`config.mk`:
```
export PLATFORM = sky130hd
export DESIGN_NAME = two_button_gesture_decoder
export DESIGN_NICKNAME = d
export VERILOG_FILES = /design/src/rtl/tbgd_pkg.sv /design/src/rtl/tbgd_cfg_regs.sv /design/src/rtl/tbgd_core.sv /design/src/rtl/two_button_gesture_decoder.sv
export SDC_FILE = /design/constraint.sdc
export NUM_CORES = 1
export LEC_CHECK = 0
export BUFFER_PORTS_ARGS = -buffer_cell sky130_fd_sc_hd__buf_2
export CORE_MARGIN = 4
export CORE_UTILIZATION = 60
export DETAILED_ROUTE_END_ITERATION = 8
export GPL_TIMING_DRIVEN = 0
export PLACE_DENSITY_LB_ADDON = 0.3
export SYNTH_ARGS = -nofsm -noshare
export SYNTH_HDL_FRONTEND = slang
export SYNTH_SLANG_ARGS = --single-unit
```
`constraint.sdc`:
```
create_clock -name i_clk -period 6.2 [get_ports i_clk]
set_input_delay 0.31 -clock i_clk [delete_from_list [all_inputs] [get_ports i_clk]]
set_output_delay 0.31 -clock i_clk [all_outputs]
set_load 0.1 [all_outputs]
```
`src/rtl/tbgd_pkg.sv`:
```
// Package for the two-button gesture decoder.
// Holds event codes, register indexes, register reset values and the config struct.
// No dependencies.
package tbgd_pkg;

    localparam int unsigned CFG_W       = 16;
    localparam int unsigned CFG_IDX_W   = 2;
    localparam int unsigned APB_ADDR_W  = 4;
    localparam int unsigned APB_DATA_W  = 32;
    localparam int unsigned NOW_W       = 32;
    localparam int unsigned IN_TDATA_W  = 40;
    localparam int unsigned OUT_TDATA_W = 8;

    typedef enum logic [1:0] {
        TOP_EV_NONE = 2'd0,
        TOP_EV_MODE = 2'd1,
        TOP_EV_ADD  = 2'd2
    } t_top_ev;

    typedef enum logic [2:0] {
        BOT_EV_NONE          = 3'd0,
        BOT_EV_STARTSTOP     = 3'd1,
        BOT_EV_RESET         = 3'd2,
        BOT_EV_SETUP         = 3'd3,
        BOT_EV_SETUP_RESTORE = 3'd4,
        BOT_EV_PERSIST       = 3'd5,
        BOT_EV_SOFTOFF       = 3'd6
    } t_bot_ev;

    typedef enum logic [CFG_IDX_W-1:0] {
        REG_LONG_PRESS   = 2'd0,
        REG_SETUP_HOLD   = 2'd1,
        REG_SOFT_OFF     = 2'd2,
        REG_BOTH_CONFIRM = 2'd3
    } t_reg_idx;

    localparam logic [CFG_W-1:0] LONG_PRESS_RST   = 16'd1500;
    localparam logic [CFG_W-1:0] SETUP_HOLD_RST   = 16'd3000;
    localparam logic [CFG_W-1:0] SOFT_OFF_RST     = 16'd3000;
    localparam logic [CFG_W-1:0] BOTH_CONFIRM_RST = 16'd100;

    typedef struct packed {
        logic [CFG_W-1:0] long_press_ms;
        logic [CFG_W-1:0] setup_hold_ms;
        logic [CFG_W-1:0] soft_off_hold_ms;
        logic [CFG_W-1:0] both_confirm_ms;
    } t_cfg;

endpackage

```
`src/rtl/tbgd_cfg_regs.sv`:
```
// Configuration register file of the gesture decoder, written and read over APB.
// Depends on tbgd_pkg.
module tbgd_cfg_regs
    import tbgd_pkg::*;
(
    input  logic                  i_clk,
    input  logic                  i_rst_n,
    input  logic                  psel,
    input  logic                  penable,
    input  logic                  pwrite,
    input  logic [APB_ADDR_W-1:0] paddr,
    input  logic [APB_DATA_W-1:0] pwdata,
    output logic [APB_DATA_W-1:0] prdata,
    output logic                  pready,
    output t_cfg                  o_cfg
);

    t_cfg     r_cfg;
    t_reg_idx idx;
    logic     wr_en;

    assign pready = 1'b1;
    assign idx    = t_reg_idx'(paddr[APB_ADDR_W-1:2]);
    assign wr_en  = psel && penable && pwrite && pready;
    assign o_cfg  = r_cfg;

    always_ff @(posedge i_clk) begin
        if (!i_rst_n) begin
            r_cfg.long_press_ms    <= LONG_PRESS_RST;
            r_cfg.setup_hold_ms    <= SETUP_HOLD_RST;
            r_cfg.soft_off_hold_ms <= SOFT_OFF_RST;
            r_cfg.both_confirm_ms  <= BOTH_CONFIRM_RST;
        end else if (wr_en) begin
            unique case (idx)
                REG_LONG_PRESS:   r_cfg.long_press_ms    <= pwdata[CFG_W-1:0];
                REG_SETUP_HOLD:   r_cfg.setup_hold_ms    <= pwdata[CFG_W-1:0];
                REG_SOFT_OFF:     r_cfg.soft_off_hold_ms <= pwdata[CFG_W-1:0];
                REG_BOTH_CONFIRM: r_cfg.both_confirm_ms  <= pwdata[CFG_W-1:0];
                default: ;
            endcase
        end
    end

    always_comb begin
        unique case (idx)
            REG_LONG_PRESS:   prdata = APB_DATA_W'(r_cfg.long_press_ms);
            REG_SETUP_HOLD:   prdata = APB_DATA_W'(r_cfg.setup_hold_ms);
            REG_SOFT_OFF:     prdata = APB_DATA_W'(r_cfg.soft_off_hold_ms);
            REG_BOTH_CONFIRM: prdata = APB_DATA_W'(r_cfg.both_confirm_ms);
            default:          prdata = '0;
        endcase
    end

endmodule

```
`src/rtl/tbgd_core.sv`:
```
// Gesture state and event decode: press edges, hold times and one-shot flags.
// State advances once per stepped sample. Depends on tbgd_pkg.
module tbgd_core
    import tbgd_pkg::*;
#(
    parameter int unsigned TIME_BITS = 32
) (
    input  logic             i_clk,
    input  logic             i_rst_n,
    input  logic             i_step,
    input  logic             i_top,
    input  logic             i_bot,
    input  logic [NOW_W-1:0] i_now_ms,
    input  logic             i_setup,
    input  logic             i_countdown,
    input  t_cfg             i_cfg,
    output t_top_ev          o_top_ev,
    output t_bot_ev          o_bot_ev
);

    logic [TIME_BITS-1:0] now;
    logic [TIME_BITS-1:0] long_t, setup_t, soft_t, confirm_t;

    logic                 r_prev_top, n_prev_top;
    logic                 r_prev_bot, n_prev_bot;
    logic [TIME_BITS-1:0] r_top_time, n_top_time;
    logic [TIME_BITS-1:0] r_bot_time, n_bot_time;
    logic [TIME_BITS-1:0] r_both_time, n_both_time;
    logic                 r_both_valid, n_both_valid;
    logic                 r_top_long, n_top_long;
    logic                 r_bot_long, n_bot_long;
    logic                 r_reset_done, n_reset_done;
    logic                 r_soft_done, n_soft_done;

    logic [TIME_BITS-1:0] both_held, top_held, bot_held;

    // Timestamps are kept modulo 2^TIME_BITS; differences wrap naturally.
    assign now       = TIME_BITS'(i_now_ms);
    assign long_t    = TIME_BITS'(i_cfg.long_press_ms);
    assign setup_t   = TIME_BITS'(i_cfg.setup_hold_ms);
    assign soft_t    = TIME_BITS'(i_cfg.soft_off_hold_ms);
    assign confirm_t = TIME_BITS'(i_cfg.both_confirm_ms);

    // Start times as seen by this sample: a fresh press edge restarts the clock.
    assign n_both_time = (i_top && i_bot && !r_both_valid) ? now : r_both_time;
    assign n_top_time  = (i_top && !i_bot && !r_prev_top) ? now : r_top_time;
    assign n_bot_time  = (i_bot && !i_top && !r_prev_bot) ? now : r_bot_time;
    assign both_held   = now - n_both_time;
    assign top_held    = now - n_top_time;
    assign bot_held    = now - n_bot_time;

    always_comb begin
        o_top_ev     = TOP_EV_NONE;
        o_bot_ev     = BOT_EV_NONE;
        n_prev_top   = i_top;
        n_prev_bot   = i_bot;
        n_both_valid = r_both_valid;
        n_top_long   = r_top_long;
        n_bot_long   = r_bot_long;
        n_reset_done = r_reset_done;
        n_soft_done  = r_soft_done;

        if (i_top && i_bot) begin
            n_both_valid = 1'b1;
            if (both_held >= confirm_t) begin
                n_top_long = 1'b1;
                n_bot_long = 1'b1;
            end
            if (!r_soft_done && both_held >= soft_t) begin
                n_soft_done = 1'b1;
                o_bot_ev    = BOT_EV_SOFTOFF;
            end
        end else begin
            n_both_valid = 1'b0;
            n_soft_done  = 1'b0;
        end

        if (i_top && !i_bot) begin
            if (!r_prev_top) begin
                n_top_long = 1'b0;
            end
            if (!i_setup && !n_top_long && top_held >= long_t) begin
                n_top_long = 1'b1;
                o_top_ev   = TOP_EV_MODE;
            end
        end

        if (i_bot && !i_top) begin
            if (!r_prev_bot) begin
                n_bot_long   = 1'b0;
                n_reset_done = 1'b0;
            end
            if (!n_bot_long) begin
                if (i_setup && bot_held >= long_t) begin
                    n_bot_long = 1'b1;
                    o_bot_ev   = BOT_EV_SETUP;
                end else if (!i_setup && bot_held >= setup_t) begin
                    n_bot_long = 1'b1;
                    o_bot_ev   = n_reset_done ? BOT_EV_SETUP_RESTORE : BOT_EV_SETUP;
                end else if (!i_setup && !n_reset_done && bot_held >= long_t) begin
                    n_reset_done = 1'b1;
                    o_bot_ev     = BOT_EV_RESET;
                end
            end
        end

        // Short releases; the long flags are untouched above when neither is held.
        if (!i_top && r_prev_top && !i_bot) begin
            if (!r_top_long && !i_setup && i_countdown) begin
                o_top_ev = TOP_EV_ADD;
            end
        end

        if (!i_bot && r_prev_bot && !i_top) begin
            if (!r_bot_long && !i_setup) begin
                o_bot_ev = r_reset_done ? BOT_EV_PERSIST : BOT_EV_STARTSTOP;
            end
        end
    end

    always_ff @(posedge i_clk) begin
        if (!i_rst_n) begin
            r_prev_top   <= 1'b0;
            r_prev_bot   <= 1'b0;
            r_top_time   <= '0;
            r_bot_time   <= '0;
            r_both_time  <= '0;
            r_both_valid <= 1'b0;
            r_top_long   <= 1'b0;
            r_bot_long   <= 1'b0;
            r_reset_done <= 1'b0;
            r_soft_done  <= 1'b0;
        end else if (i_step) begin
            r_prev_top   <= n_prev_top;
            r_prev_bot   <= n_prev_bot;
            r_top_time   <= n_top_time;
            r_bot_time   <= n_bot_time;
            r_both_time  <= n_both_time;
            r_both_valid <= n_both_valid;
            r_top_long   <= n_top_long;
            r_bot_long   <= n_bot_long;
            r_reset_done <= n_reset_done;
            r_soft_done  <= n_soft_done;
        end
    end

endmodule

```
`src/rtl/two_button_gesture_decoder.sv`:
```
// Two-button gesture decoder, top level. Depends on tbgd_pkg, tbgd_cfg_regs, tbgd_core.
// An accepted input beat passes through the input register and then the output register.
// Throughput: one sample per cycle unless the output stalls; the input register feeds the
// event logic, whose result goes to the output register; a stall holds the input stage.
// Reset (i_rst_n low, synchronous) empties both stages, clears all gesture state and
// loads the configuration registers with their default hold times.
module two_button_gesture_decoder
    import tbgd_pkg::*;
#(
    parameter int unsigned TIME_BITS = 32
) (
    input  logic                   i_clk,
    input  logic                   i_rst_n,
    // Input stream. tdata from bit 0: top_down, bottom_down, now_ms[31:0],
    // setup_mode, countdown_mode, then four zero bits.
    input  logic                   s_axis_tvalid,
    output logic                   s_axis_tready,
    input  logic [IN_TDATA_W-1:0]  s_axis_tdata,
    // Result stream. tdata from bit 0: top_event[1:0], bottom_event[2:0],
    // then three zero bits.
    output logic                   m_axis_tvalid,
    input  logic                   m_axis_tready,
    output logic [OUT_TDATA_W-1:0] m_axis_tdata,
    // Configuration port.
    input  logic                   psel,
    input  logic                   penable,
    input  logic                   pwrite,
    input  logic [APB_ADDR_W-1:0]  paddr,
    input  logic [APB_DATA_W-1:0]  pwdata,
    output logic [APB_DATA_W-1:0]  prdata,
    output logic                   pready
);

    t_cfg cfg;

    // Input stage: one registered sample waiting for the event logic.
    logic             r_in_valid;
    logic             r_in_top;
    logic             r_in_bot;
    logic [NOW_W-1:0] r_in_now;
    logic             r_in_set_mode;
    logic             r_in_countdown;

    // Output stage: the registered result beat.
    logic             r_out_valid;
    t_top_ev          r_out_top_ev;
    t_bot_ev          r_out_bot_ev;

    t_top_ev          top_ev;
    t_bot_ev          bot_ev;
    logic             out_free;
    logic             advance;
    logic             in_accept;

    // The output register can take a new result when empty or being drained this cycle.
    // Gesture state only moves when the sample in the input stage moves on, so state
    // updates follow the order of accepted beats exactly.
    assign out_free      = !r_out_valid || m_axis_tready;
    assign advance       = r_in_valid && out_free;
    assign s_axis_tready = !r_in_valid || out_free;
    assign in_accept     = s_axis_tvalid && s_axis_tready;

    tbgd_cfg_regs u_cfg (
        .i_clk   (i_clk),
        .i_rst_n (i_rst_n),
        .psel    (psel),
        .penable (penable),
        .pwrite  (pwrite),
        .paddr   (paddr),
        .pwdata  (pwdata),
        .prdata  (prdata),
        .pready  (pready),
        .o_cfg   (cfg)
    );

    tbgd_core #(
        .TIME_BITS (TIME_BITS)
    ) u_core (
        .i_clk       (i_clk),
        .i_rst_n     (i_rst_n),
        .i_step      (advance),
        .i_top       (r_in_top),
        .i_bot       (r_in_bot),
        .i_now_ms    (r_in_now),
        .i_setup     (r_in_set_mode),
        .i_countdown (r_in_countdown),
        .i_cfg       (cfg),
        .o_top_ev    (top_ev),
        .o_bot_ev    (bot_ev)
    );

    always_ff @(posedge i_clk) begin
        if (!i_rst_n) begin
            r_in_valid <= 1'b0;
        end else if (in_accept) begin
            r_in_valid <= 1'b1;
        end else if (advance) begin
            r_in_valid <= 1'b0;
        end
    end

    // Sample payload needs no reset.
    always_ff @(posedge i_clk) begin
        if (in_accept) begin
            r_in_top       <= s_axis_tdata[0];
            r_in_bot       <= s_axis_tdata[1];
            r_in_now       <= s_axis_tdata[NOW_W+1:2];
            r_in_set_mode  <= s_axis_tdata[NOW_W+2];
            r_in_countdown <= s_axis_tdata[NOW_W+3];
        end
    end

    always_ff @(posedge i_clk) begin
        if (!i_rst_n) begin
            r_out_valid <= 1'b0;
        end else if (advance) begin
            r_out_valid <= 1'b1;
        end else if (m_axis_tready) begin
            r_out_valid <= 1'b0;
        end
    end

    always_ff @(posedge i_clk) begin
        if (advance) begin
            r_out_top_ev <= top_ev;
            r_out_bot_ev <= bot_ev;
        end
    end

    assign m_axis_tvalid = r_out_valid;
    assign m_axis_tdata  = {3'b000, r_out_bot_ev, r_out_top_ev};

endmodule
```
[After elaboration in Yosys (flattened, before gate mapping)]
Cells that the tools add are included.
Storage, ports and cells
  bits in registers: 210
  bits of input ports: 83
  logic and storage cells: 129
Operators by class
  muxes and demuxes: 46
  reduce and logical (&&, ||, !) cells: 48
  add/sub/neg operators: 3
  order comparisons: 5
  equal/unequal tests: 4
Operators with widths (number)
  32-bit by 16-bit >= comparator with 1-bit output: 5
  32-bit one-hot mux with 4 select lines: 1
  32-bit 2-to-1 mux: 3
  32-bit subtractor: 3
  3-bit 2-to-1 mux: 11
  1-bit 2-to-1 mux: 28
  1-bit logical AND: 24
  1-bit logical NOT: 13
  2-bit AND reduction: 6
  2-bit 2-to-1 mux: 3
  2-bit equality test (second input constant): 2
  2-bit nonzero test: 2
  2-bit by 1-bit equality test with 1-bit output (second input constant): 1
  2-bit logical NOT: 1
  1-bit logical OR: 2
  2-bit inequality test (second input constant): 1

[Logic depth before layout (Yosys ltp)]
Gate-level depths: netlist of the first run.
  word-level depth: 16
  depth in mapped cells: 28

[By module]
From an unflattened synthesis of the first run, not the netlist that was laid out.
Second synthesis, totals
  cells, all modules: 2080
  area, all modules: 17579.4 um2
By module, submodules not included
  tbgd_core: instances 1, area each 13247.7 um2, cells an instance 1735
  tbgd_cfg_regs: instances 1, area each 2970.3 um2, cells an instance 291
  two_button_gesture_decoder: instances 1, area each 1361.3 um2, cells an instance 54

[Worst setup path after synthesis of the first run]
Ideal clock, no wire load.
  path kind: flip-flop to flip-flop
  start: register r_in_bot
  end: register r_out_top_ev[0] (data pin)
  buffers on the path: 3
  arrival time: 5.152 ns
  setup slack: 0.785 ns
  library setup time: 0.264 ns
  required time: 5.936 ns
  cell stages (with the launch flop): 28
  cell sequence: edfxtp_1 clkbuf_1 nor3b_1 clkbuf_1 buf_1 mux2i_1 ha_1 nor2b_1 o31a_1 o21ai_0 nand2b_1 and2_1 o21ai_0 nand2b_1 a21oi_1 o21bai_1 xor2_1 ha_1 a21o_1 a21o_1 a21oi_1 or2_2 o2111ai_1 a311oi_1 nand4_1 nor4_1 a31oi_1 a21boi_0
On the way
  cells in the longest elaborated chain, start to end: 16
  elaborated cells on any way between the ends: 23
  classes of those cells: add/sub (2); order compare (2); mux (10); reduce/logical (9)
Ends and longest elaborated chain
  start, declared: RTL line two_button_gesture_decoder.sv:39  | logic r_in_bot;
  start signal, assigned: RTL line two_button_gesture_decoder.sv:106  | r_in_bot <= s_axis_tdata[1];
  1-bit logical AND: RTL line tbgd_core.sv:45, tbgd_core.sv:63
  1-bit logical AND: RTL line tbgd_core.sv:45  | assign n_both_time = (i_top && i_bot && !r_both_valid) ? now : r_both_time;
  32-bit 2-to-1 mux: RTL line tbgd_core.sv:45
  32-bit subtractor: RTL line tbgd_core.sv:48  | assign both_held = now - n_both_time;
  32-bit by 16-bit >= comparator with 1-bit output: RTL line tbgd_core.sv:65  | if (both_held >= confirm_t) begin
  1-bit 2-to-1 mux: RTL line tbgd_core.sv:65
  1-bit 2-to-1 mux: RTL line tbgd_core.sv:63  | if (i_top && i_bot) begin
  1-bit 2-to-1 mux: RTL line tbgd_core.sv:79  | if (!r_prev_top) begin
  1-bit 2-to-1 mux: RTL line tbgd_core.sv:78  | if (i_top && !i_bot) begin
  1-bit logical NOT: RTL line tbgd_core.sv:82  | if (!i_setup && !n_top_long && top_held >= long_t) begin
  1-bit logical AND (2 in series): RTL line tbgd_core.sv:82
  1-bit 2-to-1 mux: RTL line tbgd_core.sv:82
  2-bit 2-to-1 mux: RTL line tbgd_core.sv:78
  2-bit 2-to-1 mux: RTL line tbgd_core.sv:109  | if (!r_top_long && !i_setup && i_countdown) begin
  2-bit 2-to-1 mux (*): RTL line tbgd_core.sv:108  | if (!i_top && r_prev_top && !i_bot) begin
  net top_ev[0]: RTL line two_button_gesture_decoder.sv:49  | t_top_ev top_ev;
  end signal, assigned: RTL line two_button_gesture_decoder.sv:125  | r_out_top_ev <= top_ev;
  end, declared: RTL line two_button_gesture_decoder.sv:46  | t_top_ev r_out_top_ev;
Mark *: on every way through the listed nets, which the timed path passes. The rest lies on a longest branch. The select of a mux whose other input is x is not followed.
A chain may end at the register's enable or synchronous reset.

[Worst setup path after layout of the first run]
  start: register r_in_top
  end: register u_core.r_bot_long
On the way
  cells in the longest elaborated chain, start to end: 11
  elaborated cells on any way between the ends: 22
  classes of those cells: add/sub (2); order compare (3); mux (10); reduce/logical (7)
Ends and longest elaborated chain
  start, declared: RTL line two_button_gesture_decoder.sv:38  | logic r_in_top;
  start signal, assigned: RTL line two_button_gesture_decoder.sv:105  | r_in_top <= s_axis_tdata[0];
  1-bit logical NOT (*): RTL line tbgd_core.sv:47  | assign n_bot_time = (i_bot && !i_top && !r_prev_bot) ? now : r_bot_time;
  1-bit logical AND (*) (2 in series): RTL line tbgd_core.sv:47
  32-bit 2-to-1 mux (*): RTL line tbgd_core.sv:47
  net u_core.n_bot_time[0]: RTL line tbgd_core.sv:27  | logic [TIME_BITS-1:0] r_bot_time, n_bot_time;
  32-bit subtractor (*): RTL line tbgd_core.sv:50  | assign bot_held = now - n_bot_time;
  32-bit by 16-bit >= comparator with 1-bit output: RTL line tbgd_core.sv:97  | end else if (!i_setup && bot_held >= setup_t) begin
  1-bit logical AND: RTL line tbgd_core.sv:97
  1-bit 2-to-1 mux: RTL line tbgd_core.sv:97
  1-bit 2-to-1 mux (*): RTL line tbgd_core.sv:94  | if (i_setup && bot_held >= long_t) begin
  1-bit 2-to-1 mux (*): RTL line tbgd_core.sv:93  | if (!n_bot_long) begin
  1-bit 2-to-1 mux (*): RTL line tbgd_core.sv:88  | if (i_bot && !i_top) begin
  end signal, assigned: RTL line tbgd_core.sv:141  | r_bot_long <= n_bot_long;
  end, declared: RTL line tbgd_core.sv:31  | logic r_bot_long, n_bot_long;
Marks and branches as above.

==> impl_metrics.env, run 1 <==
export IMPL_area_growth_pct=13.47
export IMPL_htreeDepth=1
export IMPL_num_nets_final=2566
export IMPL_critPathBufInv=4
export IMPL_rows=61
export IMPL_coreArea_um2=28090
export IMPL_ys_ff_latch=210
export IMPL_grt_pass1_vias=16480
export IMPL_worstSetupPathType="flop to flop"
export IMPL_layout_min_cycle_time_ns=6.005
export IMPL_cts_buffers=25
export IMPL_cp_top_family="compound AO/OA/AOI/OAI gates"
export IMPL_fmax_mhz=166.5
export IMPL_ff2ff_setup_slack_ns=0.19
export IMPL_grt_max_degree=37
export IMPL_p_per_area_nw_per_um2=225.8
export IMPL_status="finished clean"
export IMPL_dp_hpwl_um=44190
export IMPL_cp_slowest_cell="o2bb2ai_1"
export IMPL_ys_seq_area_share_pct=26.79
export IMPL_cp_start_kind="flop"
export IMPL_met2_usage_pct=56.31
export IMPL_async_flop_share_pct=0
export IMPL_clock_latency_ns=0.56
export IMPL_layout_drive_gt1_share_pct=9.448
export IMPL_synth_cells=2152
export IMPL_syn_area_per_cell_um2=8.004
export IMPL_synth_area_um2=17230
export IMPL_hold_path_class="input pin to flop"
export IMPL_drt_wl_total_um=57150
export IMPL_setup_viol=0
export IMPL_vias=17280
export IMPL_critPathArrivalTime_ns=6.49
export IMPL_crit_required_ns=6.68
export IMPL_register_area_um2=4614
export IMPL_synth_ff_type="dfxtp_1"
export IMPL_worst_slew_pin_transition_ns=1.046
export IMPL_post_drt_wl_per_cell_um=21.03
export IMPL_fillCellCount=2360
export IMPL_die_height_um=177.4
export IMPL_ant_nets=0
export IMPL_grt_util_met1_pct=47.22
export IMPL_ios=126
export IMPL_hold_viol_final=0
export IMPL_antenna_diode_count=0
export IMPL_peakVddDrop_uv=198.4
export IMPL_power_leakage_uw=0.007656
export IMPL_worstSetupEndpointType="flop"
export IMPL_design_area_um2=19550
export IMPL_synth_edff_count=41
export IMPL_dieWidth_um=177.4
export IMPL_path_clk_slew_ns=0.06
export IMPL_tns_ns=0
export IMPL_placedInstanceArea_um2=18180
export IMPL_routed_via_density=6.361
export IMPL_max_cap_violations=0
export IMPL_globalRouteMet3Util_pct=7.733
export IMPL_grt_pass1_wl_um=88760
export IMPL_dr_pass1_iters=6
export IMPL_place_gp_congestion=0.9829
export IMPL_initial_core_util_pct=61.33
export IMPL_slew_headroom_pct=30.24
export IMPL_fin_crit_sh_pct=96.86
export IMPL_skew_ns=0.02129
export IMPL_worst_hold_slack_ns=0.03248
export IMPL_root_buffer="clkbuf_16"
export IMPL_drc=0
export IMPL_cts_tree="yes"
export IMPL_slew_viol_final=0
export IMPL_clk_path_buf_depth=3
export IMPL_cp_max_fo=10
export IMPL_clock_sinks=210
export IMPL_yosysWarnings=0
export IMPL_gr_total_overflow=0
export IMPL_drtIter0Drc=1718
export IMPL_slowest_delay_ns=0.69
export IMPL_grt_usage_pct=35.39
export IMPL_multi_input_area_um2=11770
export IMPL_cpMostUsedCell="o21ai_0"
export IMPL_top_usage_layer="met2"
export IMPL_grt_antenna_before_repair=1
export IMPL_synth_distinct_cells=90
export IMPL_port_buffers=82
export IMPL_die_area_um2=31480
## what timing repair did
action                     4_1_cts  5_1_grt
setup buffers                    4        3
hold buffers                    36        0
hold endpoints to repair        36        0
gates cloned                     0        0
pin swaps                        3        3
resized for setup               15       30
setup endpoints to repair        8        8
## cell usage after synthesis, types with 8 or more instances
cell	instances	share of area (%)
a21oi_1	127	3.7
a211o_1	10	0.51
xnor2_1	35	1.8
a211oi_1	18	0.78
a21o_1	57	2.5
and2_1	11	0.40
a31oi_1	13	0.47
nand3_1	46	1.3
nor4_1	13	0.47
and3_1	23	0.84
xor2_1	27	1.4
or3_1	14	0.51
nand2_1	396	8.6
ha_1	161	12
nand4_1	28	1.0
nand2b_1	35	1.3
nor3_1	42	1.2
buf_1	9	0.20
inv_1	102	2.2
mux2i_1	84	4.9
a221oi_1	8	0.41
edfxtp_1	41	7.1
a21boi_0	140	6.1
o21a_1	20	0.87
o21bai_1	8	0.35
nor2_1	77	1.7
o21ai_0	71	2.1
nor2b_1	26	0.94
dfxtp_1	169	20
buf_4	21	0.92
a311oi_1	8	0.41
clkbuf_1	108	2.4
mux4_2	16	2.1
o31ai_1	12	0.52
o211ai_1	39	1.7
## kinds of logic (layout without fill, tap and decap cells)
| kind of cell | Yosys count | in the layout | synth area share, % |
|---|---|---|---|
| simple gates | 748 | 748 | 20.13 |
| compound gates | 617 | 617 | 24.80 |
| buf+inv | 246 | 415 | 5.934 |
| flops | 210 | 210 | 26.79 |
| fa+ha+maj | 165 | 165 | 12.05 |
| mux | 102 | 102 | 7.104 |
| xor+xnor | 62 | 62 | 3.152 |
| other cells | 2 | 20 | 0.04360 |
## worst reg2reg max path, cell delays in order (launching register included)
cell       delay [ns]
edfxtp_1         0.53
or3b_1           0.43
clkbuf_1         0.25
nand2_1          0.14
o21ai_0          0.09
ha_1             0.22
inv_1            0.07
fa_1             0.20
inv_1            0.06
o2bb2ai_1        0.69
a211o_1          0.37
a21o_1           0.17
a21oi_1          0.09
xnor2_1          0.36
ha_1             0.21
and4_1           0.17
o21ai_0          0.11
o221a_2          0.28
nor3_1           0.22
a211oi_2         0.06
buf_4            0.16
mux2i_1          0.30
nor4_2           0.09
a31oi_2          0.37
o221ai_1         0.19
o21ai_0          0.10
## stage by stage
step / setup slack, ns / std cells / total power, uW / utilization, %
floorplan: 0.7849 / 2170 / 2514 / -
global placement: -1.254 / 2630 / 2846 / 64.71
detailed placement: -1.198 / 2630 / 2875 / 64.72
CTS: 0.009204 / 2715 / 4370 / 69.13
global route: -0.01433 / 2717 / 4605 / 69.59
finish: 0.1946 / 2717 / 4414 / 69.59
## flip-flops by register name, summed over array words and instances, names as in the netlist, 2 cells and up
register,cells
r_in_now,32
r_out_bot_ev,3
r_out_top_ev,2
u_cfg.o_cfg,64
u_core.r_bot_time,32
u_core.r_both_time,32
u_core.r_top_time,32
## routing by layer
metal	vias up	wire length, um
met5	-	7
met4	2	2274
met3	139	5773
met2	874	25250
met1	8173	23850
li1	8095	-
## report_power, final
| part | leakage [uW] | switching, uW | internal (uW) |
|---|---|---|---|
| Combinational | 0.00549 | 925 | 532 |
| Clock | 0.000398 | 644 | 821 |
| Sequential | 0.00177 | 54.8 | 1440 |
| Total | 0.00766 | 1620 | 2790 |
## placed cells by master, fill, tap and decap left out, types with 46 or more instances in the layout
| cell | n |
|---|---|
| a21boi_0 | 140 |
| a21o_1 | 57 |
| a21oi_1 | 124 |
| buf_2 | 87 |
| clkbuf_1 | 103 |
| dfxtp_1 | 169 |
| ha_1 | 161 |
| inv_1 | 102 |
| mux2i_1 | 82 |
| nand2_1 | 396 |
| nand3_1 | 46 |
| nor2_1 | 77 |
| o21ai_0 | 70 |
## worst paths after layout
path                         from                   end  cells past startpoint
max                      r_in_top     u_core.r_bot_long                     25
min                 s_axis_tvalid            r_in_valid                      3
max reg2reg              r_in_top     u_core.r_bot_long                     25
min reg2reg  u_core.r_bot_time[7]  u_core.r_bot_time[7]                      2
## final cells by class
cell class | instances | area share (%)
Buffer | 142 | 3.412
Clock buffer | 31 | 3.636
Clock inverter | 15 | 0.5185
Inverter | 102 | 1.959
Multi-Input combinational cell | 1714 | 60.23
Sequential cell | 210 | 23.61
Tap cell | 378 | 2.420
Timing Repair Buffer | 125 | 4.212
(Power assumes the default switching activity.)
==> inputs of run 2 (changes only) <==
SKIP_CTS_REPAIR_TIMING = 1   (was not set)
SYNTH_HIERARCHICAL = 1   (was not set)
==> run 2 against run 1 <==
Worst setup slack improved by 0.035 ns. Largest cell class unchanged. Die area rose by 2.0%. Highest routed layer unchanged. Largest power group is now combinational logic. Critical endpoint is now r_out_top_ev[0]. Routed wire length fell by 2.1%. Cell count fell by 2.5%. Worst hold slack barely moved.
==> impl_metrics.env, run 2 <==
export IMPL_status="finished clean"
export IMPL_dp_hpwl_um=42730
export IMPL_largest_register_ffs=64
export IMPL_peakVddDrop_uv=210.6
export IMPL_gr_total_overflow=0
export IMPL_yosysTopAreaCell="dfxtp_1"
export IMPL_drtIter0Drc=1781
export IMPL_worstSetupEndpointType="flop"
export IMPL_routed_via_density=6.419
export IMPL_post_drt_wl_per_cell_um=21.13
export IMPL_power_leakage_uw=0.008547
export IMPL_hold_viol_final=0
export IMPL_grt_pass1_vias=15770
export IMPL_port_buffers=83
export IMPL_crit_required_ns=6.48
export IMPL_cpMostUsedCell="a21oi_1"
export IMPL_ant_nets=0
export IMPL_grt_antenna_before_repair=1
export IMPL_yosysMostFrequentCell="nand2_1"
export IMPL_cp_slowest_cell="edfxtp_1"
export IMPL_layout_common_cells="nand2_1 (287), dfxtp_1 (169), ha_1 (161)"
export IMPL_root_buffer="clkbuf_16"
export IMPL_clock_latency_ns=0.55
export IMPL_post_place_ws_ns=-1.236
export IMPL_coreArea_um2=28780
export IMPL_synth_cells=2080
export IMPL_vias=17000
export IMPL_yosysTopAreaCellShare_pct=19.25
export IMPL_grt_pass1_wl_um=84290
export IMPL_tns_ns=0
export IMPL_yosysWarnings=6
export IMPL_syn_area_per_cell_um2=8.452
export IMPL_die_area_um2=32100
export IMPL_layout_drive_gt1_share_pct=11.31
export IMPL_cts_tree="yes"
export IMPL_max_cap_violations=0
export IMPL_cp_top_family="compound AO/OA/AOI/OAI gates"
export IMPL_synth_edff_count=41
export IMPL_crit_cells=23
export IMPL_clk_path_buf_depth=3
export IMPL_slew_headroom_pct=46.10
export IMPL_worst_slew_pin_transition_ns=0.8042
export IMPL_synth_common_cells="nand2_1 (287), dfxtp_1 (169), ha_1 (161)"
export IMPL_initial_core_util_pct=61.08
export IMPL_clock_sinks=210
export IMPL_num_nets_final=2491
export IMPL_critPathBufInv=2
export IMPL_dpl_cell_count=2565
export IMPL_ios=126
export IMPL_drt_wl_total_um=55970
export IMPL_cp_max_fo=10
export IMPL_rows=62
export IMPL_fmax_mhz=167.5
export IMPL_grt_max_degree=23
export IMPL_drc=0
export IMPL_slew_viol_final=0
export IMPL_cts_buffers=26
export IMPL_critPathArrivalTime_ns=6.25
export IMPL_worstSetupPathType="flop to flop"
export IMPL_ys_seq_area_share_pct=26.25
export IMPL_ys_top_cells_by_area="dfxtp_1 (19%), ha_1 (11%), mux2i_1 (8.0%)"
export IMPL_setup_slack_ns=0.2294
export IMPL_hold_path_class="input pin to flop"
export IMPL_synth_distinct_cells=97
export IMPL_synth_ff_type="dfxtp_1"
export IMPL_finalPower_uw=4706
export IMPL_fin_crit_sh_pct=96.30
export IMPL_area_growth_pct=13.38
export IMPL_whs_path_depth=3
export IMPL_reg2regPathDepth=23
export IMPL_slowest_delay_ns=0.42
export IMPL_htreeDepth=1
export IMPL_cp_start_kind="flop"
export IMPL_async_flop_share_pct=0
export IMPL_finalNonFillerCells=2649
export IMPL_crit_chain="buf_4 > nand2b_1 > nor2_2 > clkbuf_4 > mux2i_1 > ha_1 > a211oi_1 > o2111ai_1 > a41o_1 > a21o_1 > a21oi_1 > o21bai_1 > xor2_1 > ha_1 > a21oi_1 > nand2_1 > a32oi_1 > nand4_1 > a211oi_2 > nand4_1 > nor4_2 > and4_1 > a21oi_1"
export IMPL_grt_usage_pct=32.89
export IMPL_ys_ff_latch=210
export IMPL_setup_viol=0
export IMPL_final_common_cell="nand2_1"
export IMPL_p_per_area_nw_per_um2=236.1
export IMPL_skew_ns=0.02196
export IMPL_path_clk_slew_ns=0.06
export IMPL_final_util_pct=69.25
export IMPL_dieWidth_um=179.2
export IMPL_die_height_um=179.2
export IMPL_fillCellCount=2355
export IMPL_place_gp_congestion=0.9683
export IMPL_synth_area_um2=17580
export IMPL_dr_pass1_iters=5
export IMPL_layout_min_cycle_time_ns=5.971
## run 2: cell types whose count changed after synthesis, sizes merged, moves of 34 or more
cell	previous run	this run
nand2	396	287
a21boi	140	59
clkbuf	108	68
mux2i	84	141
a21oi	127	93
o211a	7	59
## run 2: worst paths after layout
kind                                             from                     to  slack [ns]
worst max-delay path                         r_in_top        r_out_top_ev[0]        0.23
worst min-delay path                        pwdata[8]         u_cfg/o_cfg[8]        0.03
worst max register to register               r_in_top        r_out_top_ev[0]        0.23
worst min register to register  u_core/r_top_time[15]  u_core/r_top_time[15]        0.46
## run 2: tightest hold or removal path: stages
cell     delay, ns
buf_2         0.11
nand2_1       0.05
mux2i_1       0.06
## run 2: per-layer routing
| metal | up-vias | routed length, um | track usage, % |
|---|---|---|---|
| met5 | - | 14 | 0 |
| met4 | 2 | 2048 | 9.933 |
| met3 | 140 | 4718 | 5.504 |
| met2 | 783 | 25580 | 54.11 |
| met1 | 8088 | 23610 | 44.43 |
| li1 | 7990 | - | - |
## run 2: kinds of logic after synthesis
group / after synthesis / share of synthesized area, %
AOI/OAI and AO/OA: 557 / 22.87
xor gates and xnor gates: 67 / 3.338
adders and majority gates: 164 / 11.74
buffers and inverters: 223 / 5.552
DFF: 210 / 26.25
muxes: 165 / 10.59
other: 3 / 0.06405
and+or+nand+nor: 691 / 19.59
## run 2: metrics by stage
stage	hold slack, ns	cell area (um2)
floorplan	0.4089	17640
global placement	0.4491	18540
detailed placement	0.4567	18580
CTS	-0.08839	19420
global route	0.03533	19930
finish	0.03281	19930
## run 2: power by group
part	switching, uW	internal (uW)	total [uW]
Sequential	69.7	1450	1520
Clock	634	892	1530
Combinational	1030	629	1660
## run 2: area by class of cell
cell class / instances / area [um2] / area share (%)
diodes: 1 / 2.502 / 0.01255
multi-input cells: 1664 / 12180 / 61.13
well taps: 384 / 480.5 / 2.411
flip-flops and latches: 210 / 4614 / 23.15
clock inverters: 15 / 142.6 / 0.7156
repair buffers: 121 / 810.8 / 4.068
plain buffers: 122 / 616.8 / 3.095
inverters: 100 / 375.4 / 1.883
clock buffers: 32 / 704.4 / 3.534
